### config.mk
export PLATFORM = sky130hd
export DESIGN_NAME = tgs_weight_unit
export DESIGN_NICKNAME = d
export VERILOG_FILES = /design/src/hw/rtl/tgs_pkg.sv /design/src/hw/rtl/tgs_weight_unit.sv
export SDC_FILE = /design/constraint.sdc
export NUM_CORES = 2
export LEC_CHECK = 0
export ABC_AREA = 1
export BUFFER_PORTS_ARGS = -buffer_cell sky130_fd_sc_hd__buf_2
export CORE_MARGIN = 5
export CORE_UTILIZATION = 50
export CTS_CLUSTER_DIAMETER = 80
export DETAILED_ROUTE_END_ITERATION = 8
export GPL_TIMING_DRIVEN = 0
export PLACE_DENSITY = 0.64
export SLEW_MARGIN = 5
export SYNTH_ARGS = -nofsm -noshare
export SYNTH_HDL_FRONTEND = slang
export SYNTH_SLANG_ARGS = --single-unit
### constraint.sdc
create_clock -name clk -period 9.9 [get_ports clk]
set_input_delay 1.98 -clock clk [delete_from_list [all_inputs] [get_ports clk]]
set_output_delay 1.98 -clock clk [all_outputs]
set_load 0.05 [all_outputs]
### src/hw/rtl/tgs_pkg.sv
// Shared constants, types and state encodings of the topic Gibbs token sampler.
package tgs_pkg;

    localparam int NUM_TOPICS_DEF  = 64;
    localparam int VOCAB_SIZE_DEF  = 4096;
    localparam int NUM_AUTHORS_DEF = 1024;
    localparam int COUNT_WIDTH_DEF = 20;

    localparam int TOTAL_WIDTH  = 24;
    localparam int WEIGHT_WIDTH = 48;
    localparam int FRAC_BITS    = 16;
    localparam int PRIOR_WIDTH  = 32;
    localparam int DEN_WIDTH    = TOTAL_WIDTH + FRAC_BITS + 1;

    localparam int WORD_ID_WIDTH   = 12;
    localparam int AUTHOR_ID_WIDTH = 10;
    localparam int CITED_ID_WIDTH  = 11;
    localparam int TOPIC_WIDTH     = 6;
    localparam int UNIFORM_WIDTH   = 16;
    localparam int PAIR_WIDTH      = 11;

    localparam int RED_BITS  = 12;
    localparam int RCP_SHIFT = 24;

    localparam int CFG_IDX_WIDTH = 2;
    localparam logic [CFG_IDX_WIDTH-1:0] CFG_ALPHA      = 2'd0;
    localparam logic [CFG_IDX_WIDTH-1:0] CFG_BETA       = 2'd1;
    localparam logic [CFG_IDX_WIDTH-1:0] CFG_VOCAB_BETA = 2'd2;

    localparam logic [PRIOR_WIDTH-1:0] ALPHA_RESET      = 32'd51200;
    localparam logic [PRIOR_WIDTH-1:0] BETA_RESET       = 32'd655;
    localparam logic [PRIOR_WIDTH-1:0] VOCAB_BETA_RESET = 32'd2684355;
    localparam logic [PAIR_WIDTH-1:0]  PAIR_NONE        = 11'h7FF;

    localparam logic ACT_RESAMPLE = 1'b0;
    localparam logic ACT_INIT     = 1'b1;

    typedef enum logic [3:0] {
        S_CLEAR,
        S_IDLE,
        S_REDUCE,
        S_REM,
        S_BASE,
        S_RD_OLD,
        S_UPD_OLD,
        S_RD_T,
        S_WT_START,
        S_WT_WAIT,
        S_SCALE,
        S_DRAW_RD,
        S_DRAW,
        S_RD_NEW,
        S_UPD_NEW,
        S_OUT
    } seq_state_t;

    typedef enum logic [1:0] {
        WU_IDLE,
        WU_MUL,
        WU_CHK,
        WU_DIV
    } wu_state_t;

    typedef struct packed {
        logic busy;
        logic done;
    } wu_stat_t;

endpackage

### src/hw/rtl/tgs_weight_unit.sv
// Topic weight unit: (a*b)/d as a Q32.16 weight by chunked multiply and bit-serial divide.
module tgs_weight_unit
    import tgs_pkg::*;
#(
    parameter int COUNT_WIDTH = COUNT_WIDTH_DEF
) (
    input  logic                    clk,
    input  logic                    rst_n,
    input  logic                    start,
    input  logic [COUNT_WIDTH-1:0]  acnt,
    input  logic [COUNT_WIDTH-1:0]  wcnt,
    input  logic [TOTAL_WIDTH-1:0]  tot,
    input  logic [PRIOR_WIDTH-1:0]  alpha_q,
    input  logic [PRIOR_WIDTH-1:0]  beta_q,
    input  logic [PRIOR_WIDTH-1:0]  vocab_beta_q,
    output logic [WEIGHT_WIDTH-1:0] weight,
    output wu_stat_t                stat
);

    localparam int OPW  = ((COUNT_WIDTH + FRAC_BITS > PRIOR_WIDTH) ?
                           (COUNT_WIDTH + FRAC_BITS) : PRIOR_WIDTH) + 1;
    localparam int NCH  = (OPW + FRAC_BITS - 1) / FRAC_BITS;
    localparam int BPW  = NCH * FRAC_BITS;
    localparam int PW   = OPW + BPW;
    localparam int CMPW = (PW > DEN_WIDTH + WEIGHT_WIDTH) ? PW : (DEN_WIDTH + WEIGHT_WIDTH);
    localparam int KW   = (NCH > 1) ? $clog2(NCH) : 1;
    localparam int DCW  = $clog2(WEIGHT_WIDTH);

    wu_state_t                state_reg, state_next;
    logic [OPW-1:0]           a_reg;
    logic [BPW-1:0]           b_reg;
    logic [DEN_WIDTH-1:0]     d_reg;
    logic [PW-1:0]            p_reg;
    logic [KW-1:0]            k_reg;
    logic [DEN_WIDTH-1:0]     rem_reg;
    logic [WEIGHT_WIDTH-1:0]  plo_reg;
    logic [WEIGHT_WIDTH-1:0]  q_reg;
    logic [DCW-1:0]           dcnt_reg;
    logic                     done_reg;

    logic [FRAC_BITS-1:0]     chunk;
    logic [OPW+FRAC_BITS-1:0] mprod;
    logic [DEN_WIDTH:0]       rr;
    logic                     rr_ge;
    logic                     over;

    assign chunk = b_reg[k_reg*FRAC_BITS +: FRAC_BITS];
    assign mprod = a_reg * chunk;
    assign rr    = {rem_reg, plo_reg[WEIGHT_WIDTH-1]};
    assign rr_ge = rr >= {1'b0, d_reg};
    assign over  = CMPW'(p_reg) >= (CMPW'(d_reg) << WEIGHT_WIDTH);

    always_ff @(posedge clk or negedge rst_n)
    begin
        if (!rst_n)
        begin
            state_reg <= WU_IDLE;
            done_reg  <= 1'b0;
        end
        else
        begin
            state_reg <= state_next;
            done_reg  <= ((state_reg == WU_CHK) && ((d_reg == '0) || over)) ||
                         ((state_reg == WU_DIV) && (dcnt_reg == DCW'(WEIGHT_WIDTH - 1)));
        end
    end

    always_comb
    begin
        state_next = state_reg;
        case (state_reg)
            WU_IDLE:
            begin
                if (start)
                begin
                    state_next = WU_MUL;
                end
            end
            WU_MUL:
            begin
                if (k_reg == '0)
                begin
                    state_next = WU_CHK;
                end
            end
            WU_CHK:
            begin
                if ((d_reg == '0) || over)
                begin
                    state_next = WU_IDLE;
                end
                else
                begin
                    state_next = WU_DIV;
                end
            end
            WU_DIV:
            begin
                if (dcnt_reg == DCW'(WEIGHT_WIDTH - 1))
                begin
                    state_next = WU_IDLE;
                end
            end
            default: state_next = WU_IDLE;
        endcase
    end

    always_ff @(posedge clk)
    begin
        case (state_reg)
            WU_IDLE:
            begin
                if (start)
                begin
                    a_reg <= OPW'({acnt, {FRAC_BITS{1'b0}}}) + OPW'(alpha_q);
                    b_reg <= BPW'({wcnt, {FRAC_BITS{1'b0}}}) + BPW'(beta_q);
                    d_reg <= DEN_WIDTH'({tot, {FRAC_BITS{1'b0}}}) + DEN_WIDTH'(vocab_beta_q);
                    p_reg <= '0;
                    k_reg <= KW'(NCH - 1);
                end
            end
            WU_MUL:
            begin
                p_reg <= (p_reg << FRAC_BITS) + PW'(mprod);
                k_reg <= k_reg - KW'(1);
            end
            WU_CHK:
            begin
                if (d_reg == '0)
                begin
                    q_reg <= (p_reg != '0) ? '1 : '0;
                end
                else if (over)
                begin
                    q_reg <= '1;
                end
                else
                begin
                    q_reg    <= '0;
                    rem_reg  <= DEN_WIDTH'(p_reg >> WEIGHT_WIDTH);
                    plo_reg  <= p_reg[WEIGHT_WIDTH-1:0];
                    dcnt_reg <= '0;
                end
            end
            WU_DIV:
            begin
                rem_reg  <= rr_ge ? DEN_WIDTH'(rr - {1'b0, d_reg}) : DEN_WIDTH'(rr);
                q_reg    <= {q_reg[WEIGHT_WIDTH-2:0], rr_ge};
                plo_reg  <= {plo_reg[WEIGHT_WIDTH-2:0], 1'b0};
                dcnt_reg <= dcnt_reg + DCW'(1);
            end
            default:
            begin
                q_reg <= q_reg;
            end
        endcase
    end

    assign weight    = q_reg;
    assign stat.busy = state_reg != WU_IDLE;
    assign stat.done = done_reg;

endmodule

# Word-level counts from Yosys, hierarchy flattened

Cells that the tools add are included.

Bits in registers: 359
Bits in latches: 0
Memory bits (writable): 0
Memory bits (read-only): 0
Bits of input ports: 163
Output and inout port bits: 50
Logic and storage cells: 69
Memories kept: 0

$add $sub $neg: 7
Multiply operators: 1
Div/mod/pow operators: 0
$lt $le $gt $ge: 2
Equal/unequal tests: 9
Shift-type cells: 1
Muxes and demuxes: 23
Bitwise gates (word level): 0
Reduce and logical (&&, ||, !) cells: 15

Operators by type and width:

| cell                                         | count |
|---|---|
| two-way mux 48 bit                           | 5 |
| one-hot mux 48 bit (2 select lines)          | 2 |
| one-hot mux 85 bit (2 select lines)          | 1 |
| two-way mux 41 bit                           | 3 |
| >= comparator 85 x 89 -> 1 bit               | 1 |
| adder 85 x 53 -> 85 bit                      | 1 |
| two-way mux 85 bit                           | 1 |
| nonzero test 85 bit                          | 1 |
| one-hot mux 41 bit (2 select lines)          | 1 |
| adder 36 x 32 -> 37 bit                      | 2 |
| multiplier 37 x 16 -> 53 bit                 | 1 |
| indexed part select 48 x 7 -> 16 bit         | 1 |
| >= comparator 42 x 41 -> 1 bit               | 1 |
| adder 40 x 32 -> 41 bit                      | 1 |
| zero test 41 bit                             | 1 |
| subtractor 41 bit                            | 1 |
| two-way mux 6 bit                            | 2 |
| one-hot mux 6 bit (2 select lines)           | 1 |
| two-way mux 2 bit                            | 5 |
| inequality test 2 bit, second input constant | 4 |
| one-hot mux 2 bit (4 select lines)           | 1 |
| adder 6 x 1 -> 6 bit, second input constant  | 1 |
| == test 6 bit, second input constant         | 1 |
| AND reduction 3 bit                          | 2 |
| other kinds (10)                             | 17 |

# Depth between registers and ports, before layout

Depth after elaboration: 4
Depth in mapped cells: 36
Mapped depth without buffers: 33

# Least setup slack after synthesis

Ideal clock, no wire load.

Kind: input to register
Start: input port start
End: register a_reg[0] (enable)
Data arrival time: 6.776 ns
Path slack: 2.533 ns
Stages on the path: 2
Buffers on the path: 0
Cells stage by stage: inv_1 > nor2_1

Longest elaborated chain between the ends: 1

Ends and longest elaborated chain:

| what                          | RTL line               | text |
|---|---|---|
| start: declaration            | tgs_weight_unit.sv:9   | `input logic start,` |
| AND reduction 2 bit (no line) | -                      |  |
| end signal: assignment        | tgs_weight_unit.sv:115 | `a_reg <= OPW'({acnt, {FRAC_BITS{1'b0}}}) + OPW'(alpha_q);` |
| end: declaration              | tgs_weight_unit.sv:30  | `logic [OPW-1:0] a_reg;` |

Every way passes these cells.
A chain may end at the register's enable or synchronous reset.

# Worst setup path after layout

Start: register k_reg[0]
End: register p_reg[74], data pin

Longest elaborated chain between the ends: 4

Ends and longest elaborated chain:

| what                                 | RTL line               | text |
|---|---|---|
| start: declaration                   | tgs_weight_unit.sv:34  | `logic [KW-1:0] k_reg;` |
| start signal: assignment             | tgs_weight_unit.sv:119 | `k_reg <= KW'(NCH - 1);` |
| start signal: assignment             | tgs_weight_unit.sv:125 | `k_reg <= k_reg - KW'(1);` |
| indexed part select 48 x 7 -> 16 bit | tgs_weight_unit.sv:47  | `assign chunk = b_reg[k_reg*FRAC_BITS +: FRAC_BITS];` |
| multiplier 37 x 16 -> 53 bit         | tgs_weight_unit.sv:48  | `assign mprod = a_reg * chunk;` |
| adder 85 x 53 -> 85 bit              | tgs_weight_unit.sv:124 | `p_reg <= (p_reg << FRAC_BITS) + PW'(mprod);` |
| one-hot mux 85 bit (2 select lines)  | tgs_weight_unit.sv:110 | `case (state_reg)` |
| end signal: assignment               | tgs_weight_unit.sv:124 |  |
| end: declaration                     | tgs_weight_unit.sv:33  | `logic [PW-1:0] p_reg;` |

Every way passes these cells.

==> impl_results.md <==
- Outcome: complete, no violations
- Yosys warnings: 0
- Most used cell, CP: fa_1
- CP delay by family, top: adder cells
- Ys flop type: edfxtp_1
- Crit Reg-Reg Startpoint: k_reg[0]$_SDFFCE_PN0P_
- Fillers: 8269
- Asr flop ratio synth: 0.862%
- Routed Antenna Nets: 0
- Post-synth EDFFs: 345
- Hold path depth: 2
- Multi-input gate area: 27100 sq um
- Setup Viol. Count Final: 0
- CP required: 10.34 ns
- Cell variety after synth: 46
- Tot GR Track Use: 31.0%
- Critical path buffer and inverter count: 8
- IO buf count: 212
- Fmax: 114 MHz
- Worst path max stage delay: 1.02 ns
- Max Slew Vio Count: 0
- CORE AREA: 85000 sq um
- Post-placement cell area: 45600 sq um
- Avg Cell Area, Syn: 7.69 sq um
- Hold-fix buffers, CTS: 0
- RSZ-0062 raised after global routing: no
- Layout Nets: 6790
- CTS sink count: 348
- Hold WS: 0.500 ns
- Seq/Total Area, Yosys: 24.4%
- Design Area, Final: 47100 sq um
- Cell Area, Synth: 42800 sq um
- Die H: 302 um
- Hold WC Path Type: reg2reg
- #FFs+latches synth: 348
- First-pass GRT wire length: 215000 um
- Worst Reg-to-Reg Cells: 27
- Synth top area cells: fa_1, edfxtp_1, nand2_1, inv_1, ha_1
- Total routed wirelength: 140000 um
- Final hold vios: 0
- Share of cells above drive strength 1: 5.76%
- Clock Tree Buf Depth: 3
- Final min period: 8.73 ns
- Post-cts resize count: 0
- Post-CTS Setup Bufs: 0
- Part of the cycle the worst path needs: 88.2%
- Max Cap Viol: 0
- H-Tree Depth: 2
- Hold EP: plo_reg[31]$_DFFE_PP_
- Non-Filler Instances: 7010
- Number of DRC markers in iteration 0: 2679
- Grt total ovfl: 0
- Routed len/inst: 20.0 um
- Post-Syn Nets: 6519
- Max reg flops: 85
- R2r endpoint: p_reg[74]$_SDFFCE_PN0P_
- Worst setup path category: reg2reg
- Initial antenna violation count: 0
- Clk root buf: clkbuf_16
- Initial Util: 50.3%
- Clock-pin transition on the worst setup and hold timing paths: 0.06 ns
- Slew Limit Headroom: 9.20%
- Number of CTS-inserted buffers: 45
- R2r setup slk: 1.17 ns
- Synth area leader: fa_1
- Die X: 302 um
- Worst-Skew Late Latency: 0.66 ns
- Most common cell after layout, fill and taps aside: nand2_1
- Worst-margin pin slew: 1.35 ns
- Largest net degree at the start of global routing: 34
- Die area: 91500 sq um
- GP Congestion: 0.966
- Critical Path AT: 9.18 ns
- Area fraction of the dominant cell type after synthesis: 24.8%
- Syn Inst Count: 5558
- Hold_sp: plo_reg[30]$_DFFE_PP_
- Via count: 36800
- Dpl cells: 6926
- Post-detail-place hpwl: 119000 um
- Worst Skew: 0.0393 ns
- Startpoint Class: flip-flop
- Commonest cells after routing, fill and taps aside: nand2_1, inv_1, nor2_1
- DRC Markers: 0
- CP Capture Type: flip-flop
- Slowest-stage cell, CP: nor3_2
- Worst-path fanout max: 10
- Number of global-route vias before repair: 37600
- Vias per Instance: 5.25
- Initial DRT Pass Iterations: 6
- IO Count: 213
- Register area: 10400 sq um
- Syn-to-layout area delta: 10.1%
- Row count: 107
- CTS tree: yes
## worst max-delay path by stage
stage | end | cells past startpoint | startpoint
global placement | a_reg[33]$_DFFE_PP_ | 3 | start
finish | p_reg[74]$_SDFFCE_PN0P_ | 27 | k_reg[0]$_SDFFCE_PN0P_
CTS | p_reg[82]$_SDFFCE_PN0P_ | 30 | k_reg[0]$_SDFFCE_PN0P_
detailed placement | p_reg[82]$_SDFFCE_PN0P_ | 30 | k_reg[0]$_SDFFCE_PN0P_
floorplan | a_reg[0]$_DFFE_PP_ | 2 | start
global route | p_reg[82]$_SDFFCE_PN0P_ | 30 | k_reg[0]$_SDFFCE_PN0P_
## synth_stat cells, types with 2 or more instances
cell type,instances
nand2_1,1617
inv_1,1226
nor2_1,545
fa_1,529
edfxtp_1,345
ha_1,269
a21oi_1,237
nand3_1,166
o21ai_0,162
clkbuf_1,101
nor3_1,50
nand4_1,49
xnor2_1,42
xor2_1,32
nor4_1,23
o21bai_1,23
nand3b_1,21
buf_1,16
buf_2,12
o21a_1,10
a21o_1,9
clkinv_1,9
a31oi_1,6
buf_4,6
o21ai_1,6
a21boi_0,5
inv_2,5
nor3_2,5
nor3b_1,4
and2_1,3
dfrtp_1,3
nand2_4,3
o31ai_1,3
a211oi_1,2
buf_6,2
nand3_2,2
## cell families (layout without fill, tap and decap cells)
kind of cell	after synthesis	count (layout)	synth area share, %
other cells	0	1	0
buf+inv	1378	1685	12.2
xor+xnor	74	74	1.52
flops	348	348	24.4
simple gates	2494	2494	23.4
compound gates	466	466	5.80
fa+ha+maj	798	798	32.6
## metrics by stage
| step | setup WS, ns | util (%) | setup TNS, ns |
|---|---|---|---|
| floorplan | 2.53 | - | 0 |
| global placement | -0.362 | 53.2 | -36.18 |
| detailed placement | 1.30 | 53.6 | 0 |
| CTS | 1.24 | 55.4 | 0 |
| global route | 0.771 | 55.4 | 0 |
| finish | 1.17 | 55.4 | 0 |
## cell type report
type                       instances  share of cell area, %
clock inverter                    30                  0.765
multi-input combinational       3832                   57.6
antenna                            1                0.00532
tap                             1144                   3.04
sequential                       348                   22.2
timing repair buffer             224                   2.83
clock buffer                      53                   2.46
inverter                        1240                   9.89
buffer                           138                   1.24
## worst min-delay path: stages, from the launching register on
cell	delay (ns)
edfxtp_1	0.32
nand2_1	0.05
nand2_1	0.05
## metal layers
layer	track usage, %	up-vias	wire length, um
li1	-	17500	-
met3	4.14	307	8620
met5	0	-	0
met1	37.9	17700	54600
met2	54.0	1289	68700
met4	15.5	0	8430
Power is not shown: default switching activity piles up to over one toggle a cycle in this logic, so the estimate is an artifact.
