`src/hw/rtl/tgs_ram.sv`:
```
// Generic single-write, single-read RAM with registered read data.
module tgs_ram #(
    parameter int WIDTH = 8,
    parameter int DEPTH = 16
) (
    input  logic                     clk,
    input  logic                     we,
    input  logic [$clog2(DEPTH)-1:0] waddr,
    input  logic [WIDTH-1:0]         wdata,
    input  logic [$clog2(DEPTH)-1:0] raddr,
    output logic [WIDTH-1:0]         rdata
);

    logic [WIDTH-1:0] mem [DEPTH];
    logic [WIDTH-1:0] rdata_reg;

    always_ff @(posedge clk)
    begin
        if (we)
        begin
            mem[waddr] <= wdata;
        end
        rdata_reg <= mem[raddr];
    end

    assign rdata = rdata_reg;

endmodule

```
`config.mk`:
```
export PLATFORM = sky130hd
export DESIGN_NAME = tgs_ram
export DESIGN_NICKNAME = d
export VERILOG_FILES = /design/src/hw/rtl/tgs_ram.sv
export SDC_FILE = /design/constraint.sdc
export NUM_CORES = 1
export LEC_CHECK = 0
export BUFFER_PORTS_ARGS = -buffer_cell sky130_fd_sc_hd__buf_4
export CAP_MARGIN = 0
export CORE_ASPECT_RATIO = 0.7
export CORE_MARGIN = 1
export CORE_UTILIZATION = 50
export DETAILED_ROUTE_END_ITERATION = 10
export PLACE_DENSITY = 0.75
export SYNTH_ARGS = -nofsm -noshare
export SYNTH_HDL_FRONTEND = slang
export SYNTH_SLANG_ARGS = --single-unit
export TNS_END_PERCENT = 100
```
`constraint.sdc`:
```
create_clock -name clk -period 2.5 [get_ports clk]
set_input_delay 0.375 -clock clk [delete_from_list [all_inputs] [get_ports clk]]
set_output_delay 0.375 -clock clk [all_outputs]
set_load 0.01 [all_outputs]
```
Yosys cells after proc, flatten, opt, wreduce, memory -nomap -nowiden
Memories as Yosys holds them, arrays and structs flattened. A register that Yosys moved wholly into a read port is not among the register bits.
Index checks and enable logic that the tools add are counted.
{ "totals": {"regBits": 0, "mem_bits_rw": 128, "output_inout_bits": 8, "word_cells": 3, "n_memories": 1} }
{ "op_classes": {"n_mux": 2} }
{ "memory_table": {"columns": ["name", "words", "width", "rd", "rd_ports_with_merged_regs", "wr", "line", "rtl"], "rows": [
  ["mem", 16, 8, 1, 1, 1, "14", "logic [WIDTH-1:0] mem [DEPTH];"]
]} }
{ "ops": {"columns": ["cell", "count"], "rows": [
  ["1-bit 2-to-1 mux", 2]
]} }

Longest topological paths before layout
Gate-level depths: netlist (run 1).
{ "logic_depth": {"word_depth": 2, "ltp_mapped": 5, "ltp_nobuf": 3} }

Worst setup path before layout (run 1)
No wires, ideal clock.
{ "synth_timing": {"path_type": "in2reg", "from": "input port waddr[2]", "to": "memory mem[0][0] (enable)", "setup_time_ns": 0.383, "t_arrival_ns": 1.485, "required_ns": 2.117, "setup_slack_ns": 0.632, "stages": 2, "path_buffers": 0, "cell_sequence": "or3b_2 -> nor3_1"} }
{ "synth_lines": {"columns": ["item", "line", "rtl"], "rows": [
  ["start, declared", "8", "input logic [$clog2(DEPTH)-1:0] waddr,"],
  ["end, declared", "14", null]
]} }
No word-level cell before the write port.

Worst setup path in the final report (run 1)
{ "layout_timing": {"from": "input port waddr[2]", "to": "memory mem[1][3] (enable)"} }
No word-level cell before the write port.

==> impl_metrics.toml, run 1 <==
[placed_design]
dpl_worst_slack_ns = 0.4627
io_buffers = 25
gp_congestion = 0.7783
hpwl_mm = 6.375

[clocking]
clockBufferDepth = 2
cts-root-buf = "clkbuf_16"
postCtsSetupBuffers = 0
cts_resized = 0
numCtsBuffers = 17
cts_num_sinks = 136
clkLatencyLatePin_ns = 0.41
cts_tree = "yes"
ctsHoldBuffers = 0
cts-htree-levels = 4
clk_pin_slew_ns = 0.06

[synthesis]
synth_fa_ha_area_share_pct = 0
synth_compound_area_share_pct = 2.333
synth_xor_xnor_area_share_pct = 0
syn-instance-count = 229
ys_seq_area_share_pct = 77.78
yosys_warnings = 0
netlist_area_mm2 = 0.005147
syn_area_per_cell_um2 = 22.48
synth-simple-area-share_pct = 3.184
synth_top_family_by_area = "multiplexers"
ys_ff_latch = 136
synth_nets = 247
ys_types = 19
muxShareOfSynthArea_pct = 15.02

[power_and_ir_drop]
ir_drop_uv = 644.6
p_leak_nw = 2.081
power_w = 0.005062
p_per_area_mw_per_mm2 = 831.2

[detailed_routing]
wl_per_cell_um = 23.27
dr_total_vias = 2475
ant_nets = 0
vias_per_cell = 5.865
drc_errors = 0
dr.pass1.iters = 4
drtIter0Drc = 200
wl_mm = 9.820

[floorplan]
ios = 26
die-width_um = 123.3
num_rows = 30
die_area_mm2 = 0.01071
start_util_pct = 52.34
core-area_mm2 = 0.009834
dieHeight_um = 86.89

[finish]
mostFrequentLayoutCells = "edfxtp_1 (128), buf_4 (43), mux4_2 (18)"
largest_register_ffs = 128
fin_util_pct = 61.92
drive_gt1_share_pct = 29.93
diodes = 0
area_growth_syn_to_layout_pct = 18.30
nNetsFinal = 299
fillers = 686
mostFrequentLayoutCell = "edfxtp_1"

[sta]
tns_ns = 0
relSlewSlack_pct = 44.55
tightest_slew_ns = 0.8286
period_minus_slack_ns = 1.648
fin_ws_ns = 0.8517
finalSetupViolCount = 0
hold_viol = 0
finClkSkew_ns = 0.008011
fmax_ghz = 0.6067
period_share_pct = 65.93
drv_slew = 0
rsz0062_at_grt = "no"

[run_status]
outcome = "finished clean"

[worst_setup_path]
cp-end-kind = "register"
reg2reg_slack_ns = 1.12
rr_endpoint = "rdata[0]"
reg2reg_depth = 3
worstPathArrival_ns = 1.68
timing.rr.start = "mem[11][0]"
start_kind = "input port"
critPathKind = "input port to register"
worst_ep_required_time_ns = 2.53
crit_fanout = 8

[min_path]
whs_path_depth = 1
min_to = "mem[8][6]"
hold_start = "wdata[6]"
min_path_type = "input port to register"

[run]
drv_cap = 0

[grt]
antenna_found_initial = 0
grt_pass1_wl_mm = 15.11
grt_pass1_vias = 2537
gr-total-overflow = 0
grt_max_degree = 33
grt_usage_pct = 21.21
==> power breakdown <==
| group | switching, W | total, W | internal, W |
|---|---|---|---|
| Combinational | 0.000136 | 0.000250 | 0.000114 |
| Clock | 0.000820 | 0.00224 | 0.00142 |
| Sequential | 0.0000190 | 0.00257 | 0.00255 |
==> worst max-delay path by stage <==
| stage | from | to | slack, ns | cells after the start |
|---|---|---|---|---|
| after detailed placement | waddr[2] | mem[1][2] | 0.46 | 3 |
| after CTS | waddr[2] | mem[1][2] | 0.89 | 3 |
| final | waddr[2] | mem[1][3] | 0.85 | 3 |
| after floorplan | waddr[2] | mem[0][0] | 0.63 | 2 |
| after global routing | waddr[2] | mem[1][1] | 0.82 | 3 |
| after global placement | waddr[2] | mem[1][2] | 0.50 | 3 |
==> critical path, cell delays in order <==
cell and delay [ns]:
buf_4 0.13, or3b_2 0.52, nor2_1 0.66
==> synthesized netlist by cell type (all sizes together) <==
| master | instances | area (um2) |
|---|---|---|
| or3b | 1 | 8.760 |
| nor2b | 1 | 6.260 |
| nand2b | 2 | 12.51 |
| nand2 | 9 | 33.78 |
| clkdlybuf4s25 | 3 | 30.03 |
| and2 | 1 | 6.260 |
| nand3b | 2 | 15.01 |
| nor3 | 4 | 20.02 |
| a22oi | 16 | 120.1 |
| and2b | 1 | 7.510 |
| dfxtp | 8 | 160.2 |
| mux4 | 32 | 773.2 |
| nand3 | 1 | 5.000 |
| edfxtp | 128 | 3844 |
| nor2 | 13 | 48.80 |
| buf | 7 | 56.30 |
==> per-layer routing <==
metal  GRT usage [%]  up-vias  share of wire, %  routed length [um]
met1           30.69     1294                44                4362
met2           30.07       94                46                4512
met5               0        -                 0                   0
met4           7.448        0              0.73                  72
li1                -     1077                 -                   -
met3           7.592       10               8.9                 873
==> per-stage QoR <==
step           cell area, um2  std cells  hold WS, ns
2_1_floorplan            5147        229       0.4739
5_1_grt                  6090        422       0.2756
3_5_place_dp             5544        390       0.6600
3_3_place_gp             5544        390       0.6511
4_1_cts                  6090        422       0.2620
6_report                 6090        422       0.2725
==> kinds of logic (layout without fill, tap and decap cells) <==
kind of cell           count (synthesis)  in the layout
multiplexers                          32             32
flip-flops                           136            136
buffers and inverters                 10             75
AO/OA/AOI/OAI                         16             16
AND/OR/NAND/NOR                       35             35
==> layout make-up <==
| class | count | area [um2] | share of cell area (%) |
|---|---|---|---|
| clock buffers | 29 | 530.5 | 8.712 |
| clock inverters | 3 | 15.01 | 0.2466 |
| multi-input cells | 83 | 1057 | 17.36 |
| flip-flops and latches | 136 | 4004 | 65.75 |
| well taps | 128 | 160.2 | 2.630 |
| repair buffers | 43 | 322.8 | 5.301 |
No activity file was read; power rests on OpenSTA's default activity.
==> inputs of run 2 (changes only) <==
Clock period 2.5 ns to 1.7 ns, I/O delays scaled along.
==> impl_metrics.toml, run 2 (synthesis results as in run 1) <==
[run_status]
outcome = "finished clean"

[power_and_ir_drop]
p_per_area_mw_per_mm2 = 1234
p_sw_share_pct = 20.42
switchingPower_w = 0.001556
clockPowerShare_pct = 45.5
p_leak_nw = 2.103
ir_drop_uv = 694.5
pwr-share-comb_pct = 5.0
internal-power_w = 0.006063
seq_power_share_pct = 49.5
power_w = 0.007618

[grt]
antenna_found_initial = 0
grt_util_met1_pct = 29.76
gr-total-overflow = 0
use_met2_pct = 31.49
grt_pass1_wl_mm = 14.95
grt_max_degree = 33
grt_usage_pct = 21.22
grt_pass1_vias = 2531
grt_busiest_layer = "met2"
met3_usage_pct = 6.741

[worst_setup_path]
timing.rr.start = "mem[2][0]"
path_cells = "mux4_1 -> a22oi_1 -> nand2_1"
critical_path.max_stage_delay_ns = 0.49
path_delay_family = "multiplexers"
crit_fanout = 1
critPathBufInv = 0
worst_ep_required_time_ns = 2.00
cp-end-kind = "register"
worstPathArrival_ns = 1.63
rr_endpoint = "rdata[0]"
critPathKind = "register to register"
critPathSlowestCell = "mux4_1"
start_kind = "register"
reg2reg_slack_ns = 0.37
reg2reg_depth = 3

[sta]
tns_ns = 0
hold_viol = 0
period_share_pct = 78.44
finClkSkew_ns = 0.008240
tightest_slew_ns = 0.4092
period_minus_slack_ns = 1.333
rsz0062_at_grt = "no"
fmax_ghz = 0.7499
relSlewSlack_pct = 72.72
drv_slew = 0
finalSetupViolCount = 0

[floorplan]
dieHeight_um = 86.89
core-area_mm2 = 0.009834
ios = 26
start_util_pct = 52.34
die_area_mm2 = 0.01071
die-width_um = 123.3
num_rows = 30

[clocking]
postCtsSetupBuffers = 0
cts_num_sinks = 136
cts_resized = 0
clockBufferDepth = 2
ctsHoldBuffers = 0
cts-root-buf = "clkbuf_16"
clkLatencyLatePin_ns = 0.42
cts-htree-levels = 4
clk_pin_slew_ns = 0.06
numCtsBuffers = 17
cts_tree = "yes"

[placed_design]
place_inst = 393
gp_congestion = 0.7194
hpwl_mm = 6.210
io_buffers = 25

[detailed_routing]
dr.pass1.iters = 4
drtIter0Drc = 254
dr_total_vias = 2436
drc_errors = 0
wl_per_cell_um = 23.12
vias_per_cell = 5.732
ant_nets = 0
wl_mm = 9.825

[finish]
area_growth_syn_to_layout_pct = 19.91
drive_gt1_share_pct = 31.99
mostFrequentLayoutCells = "edfxtp_1 (128), buf_4 (43), mux4_2 (18)"
largest_register_ffs = 128
nNetsFinal = 302
diodes = 0
mostFrequentLayoutCell = "edfxtp_1"
instances_no_fill = 425

[min_path]
whs_path_depth = 1
hold_start = "wdata[7]"
min_to = "mem[13][7]"
min_path_type = "input port to register"

[run]
drv_cap = 0
-- run 2: cell types whose count changed in the layout (fill, tap and decap cells not counted) --
cell,previous run,this run
clkinvlp_4,0,5
nor3_2,0,1
clkinv_4,0,1
clkinv_1,0,2
clkinv_2,3,4
clkbuf_1,6,1
bufinv_16,0,2
buf_12,0,3
nor3_1,4,3
clkbuf_8,6,0
-- run 2: cell type report --
cell class              count  area (um2)
multi-input cells          83        1062
fillers                   684        3662
flip-flops and latches    136        4004
clock buffers              18       429.2
well taps                 128       160.2
repair buffers             46       382.9
clock inverters            14       133.9
-- run 2: power groups by stage --
stage	clock [W]	sequential (W)	combinational (W)
after floorplan	0	0.00384	0.000191
after global placement	0	0.00384	0.000373
after CTS	0.00352	0.00378	0.000388
after detailed placement	0	0.00384	0.000384
final	0.00346	0.00377	0.000380
after global routing	0.00366	0.00378	0.000417
-- run 2: metrics by stage --
stage               util, %  instance area, um2  worst slack, ns  hold WS [ns]
finish                62.76                6172           0.3666        0.1463
global route          62.76                6172           0.2985        0.1531
CTS                   62.76                6172           0.3397        0.1333
detailed placement    57.04                5609          0.09590        0.5675
global placement      57.04                5609           0.1023        0.5570
floorplan                 -                5152           0.1789        0.3539
-- run 2: how the worst max path moves through the flow --
stage,cells past startpoint,end,from
after detailed placement,5,rdata[0],raddr[0]
final,3,rdata[0],mem[2][0]
after global placement,5,rdata[0],raddr[0]
after CTS,3,rdata[0],mem[2][0]
after floorplan,2,mem[3][0],waddr[2]
after global routing,3,rdata[6],mem[10][6]
-- run 2: per-layer routing --
metal  up-vias  routed length [um]  share of wire [%]
li1       1084                   -                  -
met1      1241                4339                 44
met2        99                4545                 46
met3        12                 809                8.2
met4         0                 129                1.3
met5         -                   0                  0
==> inputs of run 3 (changes only) <==
Clock period 1.7 ns to 1.3 ns, I/O delays scaled along.
==> impl_metrics.toml, run 3 (synthesis results as in run 1) <==
[finish]
nNetsFinal = 312
drive_gt1_share_pct = 41.37
fin_area_mm2 = 0.006415
mostFrequentLayoutCell = "edfxtp_1"
fin_util_pct = 65.23
multiInputGateArea_mm2 = 0.001116
regArea_mm2 = 0.004004
diodes = 0
fillers = 650
area_growth_syn_to_layout_pct = 24.62
largest_register_ffs = 128
mostFrequentLayoutCells = "edfxtp_1 (128), buf_4 (47), mux4_2 (24)"

[floorplan]
num_rows = 30
start_util_pct = 52.34
ios = 26
die-width_um = 123.3
core-area_mm2 = 0.009834
dieHeight_um = 86.89
die_area_mm2 = 0.01071

[grt]
antenna_found_initial = 0
grt_max_degree = 17
grt_usage_pct = 21.14
grt_pass1_wl_mm = 15.14
grt_pass1_vias = 2537
gr-total-overflow = 0

[power_and_ir_drop]
p_per_area_mw_per_mm2 = 1607
p_leak_nw = 2.178
clockPowerShare_pct = 46.6
ir_drop_uv = 1134
internal-power_w = 0.008195
seq_power_share_pct = 48.0
switchingPower_w = 0.002111
pwr-share-comb_pct = 5.5
p_sw_share_pct = 20.48

[worst_setup_path]
critPathBufInv = 0
path_delay_family = "multiplexers"
start_kind = "register"
cp-end-kind = "register"
reg2reg_slack_ns = 0.02
critPathKind = "register to register"
path_cells = "mux4_1 -> a22oi_2 -> nand2_1"
rr_endpoint = "rdata[1]"
reg2reg_depth = 3
critPathSlowestCell = "mux4_1"
worst_ep_required_time_ns = 1.60
critical_path.max_stage_delay_ns = 0.53
crit_fanout = 1
timing.rr.start = "mem[9][1]"
worstPathArrival_ns = 1.57

[sta]
period_minus_slack_ns = 1.275
finClkSkew_ns = 0.01219
relSlewSlack_pct = 34.61
rsz0062_at_grt = "yes"
hold_viol = 0
tightest_slew_ns = 0.9772
fin_ws_ns = 0.02494
drv_slew = 0
period_share_pct = 98.08
finalSetupViolCount = 0
fmax_ghz = 0.7843
tns_ns = 0
hold_ws_ns = 0.09543

[clocking]
cts_num_sinks = 136
clkLatencyLatePin_ns = 0.41
cts-htree-levels = 4
clockBufferDepth = 2
numCtsBuffers = 17
cts-root-buf = "clkbuf_16"
cts_tree = "yes"
clk_pin_slew_ns = 0.06

[run_status]
outcome = "finished clean"

[detailed_routing]
ant_nets = 0
dr_total_vias = 2490
drc_errors = 0
dr.pass1.iters = 5
wl_mm = 10.10
drtIter0Drc = 273
wl_per_cell_um = 23.22
vias_per_cell = 5.724

[run]
drv_cap = 0

[placed_design]
postPlaceCellArea_mm2 = 0.005791
hpwl_mm = 6.691
dpl_worst_slack_ns = -0.2452
io_buffers = 25
gp_congestion = 0.8189

[min_path]
min_path_type = "input port to register"
hold_start = "wdata[4]"
whs_path_depth = 1
min_to = "mem[12][4]"
==> run 3: how the worst max path moves through the flow <==
stage                          from       end  slack (ns)  cells past startpoint
after floorplan            raddr[0]  rdata[1]       -0.03                      5
after global placement     raddr[0]  rdata[2]       -0.23                      5
after detailed placement   raddr[0]  rdata[2]       -0.25                      5
after CTS                 mem[2][2]  rdata[2]        0.01                      3
after global routing      mem[2][2]  rdata[2]      -0.005                      3
final                     mem[9][1]  rdata[1]        0.02                      3
==> run 3: area by class of cell <==
type	instances	share of cell area, %
Sequential cell	136	62.41
Timing Repair Buffer	56	8.309
Clock buffer	17	6.632
Tap cell	128	2.497
Multi-Input combinational cell	83	17.40
Clock inverter	15	2.750
==> run 3: what timing repair did <==
item / 4_1_cts / 5_1_grt
setup buffers: 0 / 0
pin swaps: 0 / 5
resized for setup: 5 / 10
hold endpoints to repair: 0 / 0
hold buffers: 0 / 0
setup endpoints to repair: 3 / 7
==> run 3: metal layers <==
metal / vias up / routed length (um) / track usage [%]
met4: 0 / 53 / 6.572
met1: 1260 / 4407 / 29.47
li1: 1101 / - / -
met2: 124 / 4506 / 30.57
met3: 5 / 1131 / 8.835
met5: - / 0 / 0
==> run 3: worst register-to-register path: stages (launching register included) <==
cell      delay [ns]
edfxtp_1        0.36
mux4_1          0.53
a22oi_2         0.21
nand2_1         0.06
==> run 3: through the flow <==
| stage | power [W] | std cells |
|---|---|---|
| CTS | 0.01036 | 435 |
| global placement | 0.005557 | 403 |
| global route | 0.01062 | 435 |
| finish | 0.01031 | 435 |
| detailed placement | 0.005572 | 403 |
| floorplan | 0.005285 | 229 |
==> run 3: power groups by stage <==
stage                     clock network, W  registers [W]  logic (W)
after floorplan                          0        0.00503   0.000257
after global routing               0.00506        0.00495   0.000605
after global placement                   0        0.00503   0.000528
after detailed placement                 0        0.00503   0.000540
after CTS                          0.00487        0.00494   0.000549
final                              0.00480        0.00494   0.000562
